`src/design/rbsi_pkg.sv`:
```
package rbsi_pkg;

  localparam int COORD_WIDTH_DEF = 32;
  localparam int FRAC_BITS_DEF   = 16;

  // parallel epsilon register
  localparam int             EPS_W     = 16;
  localparam logic [EPS_W-1:0] EPS_RESET = 16'd1;

  // quotient bits resolved per divider stage
  localparam int DIV_BPS = 2;

  localparam int NUM_AXES  = 3;
  localparam int NUM_SLABS = 6;

  typedef enum logic [2:0] {
    FACE_NEG_X = 3'd0,
    FACE_POS_X = 3'd1,
    FACE_NEG_Y = 3'd2,
    FACE_POS_Y = 3'd3,
    FACE_NEG_Z = 3'd4,
    FACE_POS_Z = 3'd5
  } face_e;

  localparam face_e FACE_NONE = FACE_POS_Z;

  // control flags that ride along the divider pipeline
  typedef struct packed {
    logic                    valid;
    logic [NUM_AXES-1:0]     bounded;
    logic                    outside;
    logic [NUM_SLABS-1:0]    qneg;
  } ctrl_t;

  // result flags from slab resolution to the hit point stages
  typedef struct packed {
    logic  valid;
    logic  hit;
    face_e face;
  } res_t;

endpackage

```
`src/design/rbsi_resolve.sv`:
```
module rbsi_resolve import rbsi_pkg::*; #(
  parameter int CW = COORD_WIDTH_DEF,
  parameter int FB = FRAC_BITS_DEF,
  parameter int QW = 50
) (
  input  logic                 clk_i,
  input  logic                 rst_ni,
  input  ctrl_t                ctrl_i,
  input  logic [QW-1:0]        quo_i [NUM_SLABS],
  output res_t                 res_o,
  output logic signed [CW-1:0] th_o
);

  localparam logic [QW-1:0] LIM = {{(QW-1){1'b0}}, 1'b1} << (CW-1);
  localparam logic signed [CW-1:0] SMAX = {1'b0, {(CW-1){1'b1}}};
  localparam logic signed [CW-1:0] SMIN = {1'b1, {(CW-1){1'b0}}};
  localparam logic [CW-1:0] ONE = CW'(1) << FB;
  localparam logic [CW-1:0] MINUS_ONE = CW'(0) - ONE;

  // clamp quotients to slab times
  logic signed [CW-1:0] t_b_d [NUM_SLABS];
  logic signed [CW-1:0] t_b_q [NUM_SLABS];
  ctrl_t                ctrl_b_q;

  always_comb begin
    for (int i = 0; i < NUM_SLABS; i++) begin
      if (quo_i[i] > LIM) begin
        t_b_d[i] = ctrl_i.qneg[i] ? SMIN : SMAX;
      end else if (ctrl_i.qneg[i]) begin
        t_b_d[i] = CW'(0) - quo_i[i][CW-1:0];
      end else if (quo_i[i] == LIM) begin
        t_b_d[i] = SMAX;
      end else begin
        t_b_d[i] = quo_i[i][CW-1:0];
      end
    end
  end

  // entry and exit over bounded axes
  logic signed [CW-1:0] entry_d, exit_d, entry_q, exit_q;
  logic signed [CW-1:0] t_c_q [NUM_SLABS];
  ctrl_t                ctrl_c_q;

  always_comb begin
    logic signed [CW-1:0] n, f;
    entry_d = SMIN;
    exit_d  = SMAX;
    for (int a = 0; a < NUM_AXES; a++) begin
      n = (t_b_q[2*a] < t_b_q[2*a+1]) ? t_b_q[2*a] : t_b_q[2*a+1];
      f = (t_b_q[2*a] < t_b_q[2*a+1]) ? t_b_q[2*a+1] : t_b_q[2*a];
      if (ctrl_b_q.bounded[a]) begin
        if (n > entry_d) entry_d = n;
        if (f < exit_d)  exit_d  = f;
      end
    end
  end

  // hit decision and face
  logic                 miss;
  logic signed [CW-1:0] th_sel;
  face_e                face_d;
  res_t                 res_q;
  logic signed [CW-1:0] th_q;

  always_comb begin
    miss   = ctrl_c_q.outside || (exit_q < 0) || (entry_q > exit_q);
    th_sel = (entry_q < 0) ? exit_q : entry_q;
    face_d = FACE_NONE;
    for (int i = 0; i < NUM_SLABS; i++) begin
      if (ctrl_c_q.bounded[i/2] && (t_c_q[i] == th_sel)) face_d = face_e'(3'(i));
    end
  end

  always_ff @(posedge clk_i or negedge rst_ni) begin
    if (!rst_ni) begin
      ctrl_b_q <= '0;
      ctrl_c_q <= '0;
      res_q    <= '{valid: 1'b0, hit: 1'b0, face: FACE_NONE};
    end else begin
      ctrl_b_q    <= ctrl_i;
      ctrl_c_q    <= ctrl_b_q;
      res_q.valid <= ctrl_c_q.valid;
      res_q.hit   <= !miss;
      res_q.face  <= miss ? FACE_NONE : face_d;
    end
  end

  always_ff @(posedge clk_i) begin
    t_b_q   <= t_b_d;
    t_c_q   <= t_b_q;
    entry_q <= entry_d;
    exit_q  <= exit_d;
    th_q    <= miss ? MINUS_ONE : th_sel;
  end

  assign res_o = res_q;
  assign th_o  = th_q;

endmodule

```
`config.mk`:
```
export PLATFORM = sky130hd
export DESIGN_NAME = rbsi_resolve
export DESIGN_NICKNAME = d
export VERILOG_FILES = /design/src/design/rbsi_pkg.sv /design/src/design/rbsi_resolve.sv
export SDC_FILE = /design/constraint.sdc
export NUM_CORES = 1
export LEC_CHECK = 0
export ABC_CLOCK_PERIOD_IN_PS = 9200
export BUFFER_PORTS_ARGS = -buffer_cell sky130_fd_sc_hd__buf_2
export CORE_ASPECT_RATIO = 0.8
export CORE_MARGIN = 10
export CORE_UTILIZATION = 30
export CTS_BUF_LIST = sky130_fd_sc_hd__clkbuf_4 sky130_fd_sc_hd__clkbuf_8
export DETAILED_ROUTE_END_ITERATION = 16
export SLEW_MARGIN = 10
export SYNTH_ARGS = -nofsm -noshare
export SYNTH_HDL_FRONTEND = slang
export SYNTH_SLANG_ARGS = --single-unit
```
`constraint.sdc`:
```
create_clock -name clk_i -period 9.2 [get_ports clk_i]
set_input_delay 0 -clock clk_i [delete_from_list [all_inputs] [get_ports clk_i]]
set_output_delay 0 -clock clk_i [all_outputs]
set_load 0.02 [all_outputs]
```
==> flow_metrics.env <==
export IMPL_nets=5022
export IMPL_synth_edf_count=0
export IMPL_crit_top_cell="buf_4"
export IMPL_cpPeakStageDelay_ps=440
export IMPL_grt_usage_pct=21.9
export IMPL_fin_crit_ps=8780
export IMPL_hold_viol_final=0
export IMPL_yosysMostFrequentCell="dfxtp_1"
export IMPL_ios=350
export IMPL_gp_congestion=1.02
export IMPL_die_width_um=372
export IMPL_dpl_worst_slack_ps=237
export IMPL_grt_pass1_wl_mm=185
export IMPL_drtAntennaViolNets=0
export IMPL_drc=0
export IMPL_combinationalPowerShare_pct=44.9
export IMPL_grt_max_degree=64
export IMPL_gr_total_overflow=0
export IMPL_mappedNetlistArea_um2=29700
export IMPL_leakage_nw=17.7
export IMPL_clkTransAtPathRegs_ps=70
export IMPL_synth_distinct_cells=78
export IMPL_via_per_inst=5.24
export IMPL_fin_cells=5831
export IMPL_tritoncts="built"
export IMPL_die_y_um=301
export IMPL_drv_slew=0
export IMPL_critPathKind="flop to flop"
export IMPL_synth_area_leaders="dfxtp_1 32%, ha_1 11%, a21oi_1 4.6%"
export IMPL_drive_gt1_share_pct=18.1
export IMPL_synthArstFlopShare_pct=3.03
export IMPL_fillers=9983
export IMPL_drt_total_wl_mm=128
export IMPL_coreArea_um2=98500
export IMPL_clkPwrFrac_pct=24.8
export IMPL_wl_per_cell_um=22.0
export IMPL_avgSynthCellArea_um2=8.31
export IMPL_syn_inst=3575
export IMPL_max_vdd_ir_drop_mv=0.171
export IMPL_p_sw_share_pct=41.6
export IMPL_slowest_stage="a2111oi_0"
export IMPL_htree_levels=3
export IMPL_dp_final_hpwl_mm=98.8
export IMPL_p_int_mw=5.08
export IMPL_num_vias=30500
export IMPL_ys_seq_area_share_pct=33.6
export IMPL_end_kind="flop"
export IMPL_cp_top_family="compound AO/OA/AOI/OAI gates"
export IMPL_dp_cells=5239
export IMPL_cts_sinks=495
export IMPL_dr_first_iter_drc_count=2818
export IMPL_power_density_nw_per_um2=217
export IMPL_relSlewSlack_pct=12.2
export IMPL_synth_nets=4146
export IMPL_antenna_found_initial=14
export IMPL_synth_seq_cells=495
export IMPL_hold_class="input pin to flop"
export IMPL_synth_ff_type="dfxtp_1"
export IMPL_path_buf_inv=6
export IMPL_synth_commonest_cells="480 x dfxtp_1, 291 x nand2_1, 286 x nor2_1, 274 x a21oi_1, 258 x ha_1"
export IMPL_cts_buffer_depth=3
export IMPL_worstPathRequired_ps=9790
export IMPL_yosysTopAreaCell="dfxtp_1"
export IMPL_cts_buffers=80
export IMPL_fmax_ghz=0.114
export IMPL_status="completed"
export IMPL_first_global_vias=29700
export IMPL_clock_skew_ps=62.3
export IMPL_pwr_share_seq_pct=30.3
export IMPL_rows=103
export IMPL_switching_power_mw=3.62
export IMPL_drv_cap=0
export IMPL_max_slew_worst_pin_slew_ps=1280
export IMPL_netlist_area_leader_share_pct=32.3
export IMPL_period_share_pct=95.4
export IMPL_root_buffer="clkbuf_8"
export IMPL_yosys_warnings=0
export IMPL_setup_viol=0
export IMPL_critPathLaunchType="flop"
export IMPL_area_growth_pct=35.1
export IMPL_fin_ws_ps=424
export IMPL_dieArea_um2=112000
export IMPL_clk_latency_ps=760
export IMPL_start_util_pct=30.2
export IMPL_worstPathArrival_ps=9370
export IMPL_path_max_fanout=15
export IMPL_portBuffers=349
export IMPL_firstDrtPassIters=5
layout make-up:
cell class,instances,area (um2),area share [%]
diodes,3,7.51,0.0187
clock buffers,119,1480,3.68
clock inverters,28,338,0.842
inverters,231,867,2.16
multi-input cells,2702,18400,45.9
flip-flops and latches,495,10000,24.9
well taps,1312,1640,4.09
repair buffers,941,7400,18.4
cell usage in the layout, fill, tap and decap left out, drive strengths merged, types with 93 or more instances in the layout:
master / n
a21oi: 274
buf: 502
clkbuf: 120
dfxtp: 480
dlygate4sd3: 438
ha: 258
inv: 234
mux2i: 136
nand2: 292
nand4: 101
nor2: 290
nor3: 108
nor4: 93
o21ai: 191
xnor2: 120
power by group through the flow:
stage          clock (mW)  combinational [mW]  sequential, mW
2_1_floorplan           0                1.94            2.65
5_1_grt              2.28                4.16            2.65
3_5_place_dp            0                3.63            2.67
3_3_place_gp            0                3.62            2.67
6_report             2.16                3.91            2.63
4_1_cts              2.19                3.78            2.63
per-stage QoR:
step	TNS [ps]	hold slack (ps)	total power [mW]	area (um2)	util, %
6_report	0	66.5	8.70	40100	40.8
5_1_grt	-0.771	52.0	9.10	40100	40.8
4_1_cts	0	7.24	8.60	40000	40.6
3_5_place_dp	0	62.6	6.30	33800	34.3
3_3_place_gp	0	62.6	6.29	33800	34.3
2_1_floorplan	0	-296	4.60	29700	-
final timing paths:
kind / from / depth (start not counted) / to / slack [ps]
worst max register to register: t_b_q[134] / 38 / exit_q[19] / 420
min in group asynchronous: rst_ni / 4 / ctrl_b_q[8] / 360
worst min register to register: t_b_q[159] / 0 / t_c_q[159] / 350
max in group asynchronous: rst_ni / 4 / ctrl_c_q[8] / 8630
worst min-delay path: quo_i[97] / 4 / t_b_q[63] / 70
worst max-delay path: t_b_q[134] / 38 / exit_q[19] / 420
state kept, by name, indices dropped and copies added (netlist names):
| register | cells |
|---|---|
| ctrl_b_q | 5 |
| t_c_q | 192 |
| t_b_q | 192 |
| entry_q | 32 |
| res_o | 5 |
| exit_q | 32 |
| ctrl_c_q | 5 |
| th_o | 32 |
layer usage:
metal	share of wire, %	vias to the layer above	GRT usage (%)
met5	0.040	-	0
met1	43	14500	28.3
met4	2.6	6	5.87
met2	43	1215	33.3
li1	-	14600	-
met3	11	181	8.75
worst reg2reg max path, delay by kind of cell (launching register included):
| family | cells | cell delay [ps] |
|---|---|---|
| buf+inv | 6 | 1000 |
| flops | 1 | 430 |
| fa+ha+maj | 3 | 760 |
| simple gates | 6 | 1250 |
| compound gates | 20 | 4240 |
| mux | 2 | 730 |
| xor+xnor | 1 | 210 |
kinds of logic (layout without fill, tap and decap cells):
logic type	count (synthesis)	after routing	share of synthesized area [%]
AOI/OAI and AO/OA	847	847	17.4
xor gates and xnor gates	198	198	5.84
and+or+nand+nor	1185	1185	19.9
adders and majority gates	258	258	10.9
buffers and inverters	378	1319	4.87
DFF	495	495	33.6
other	0	3	0
muxes	214	214	7.54
what timing repair did:
action                                  4_1_cts  5_1_grt
hold endpoints to repair                    212        0
setup buffers                                 0        2
gates resized for setup                       0       27
hold buffers                                439        0
endpoints found under the setup margin        0       64
Power figures use the tool's default switching activity.
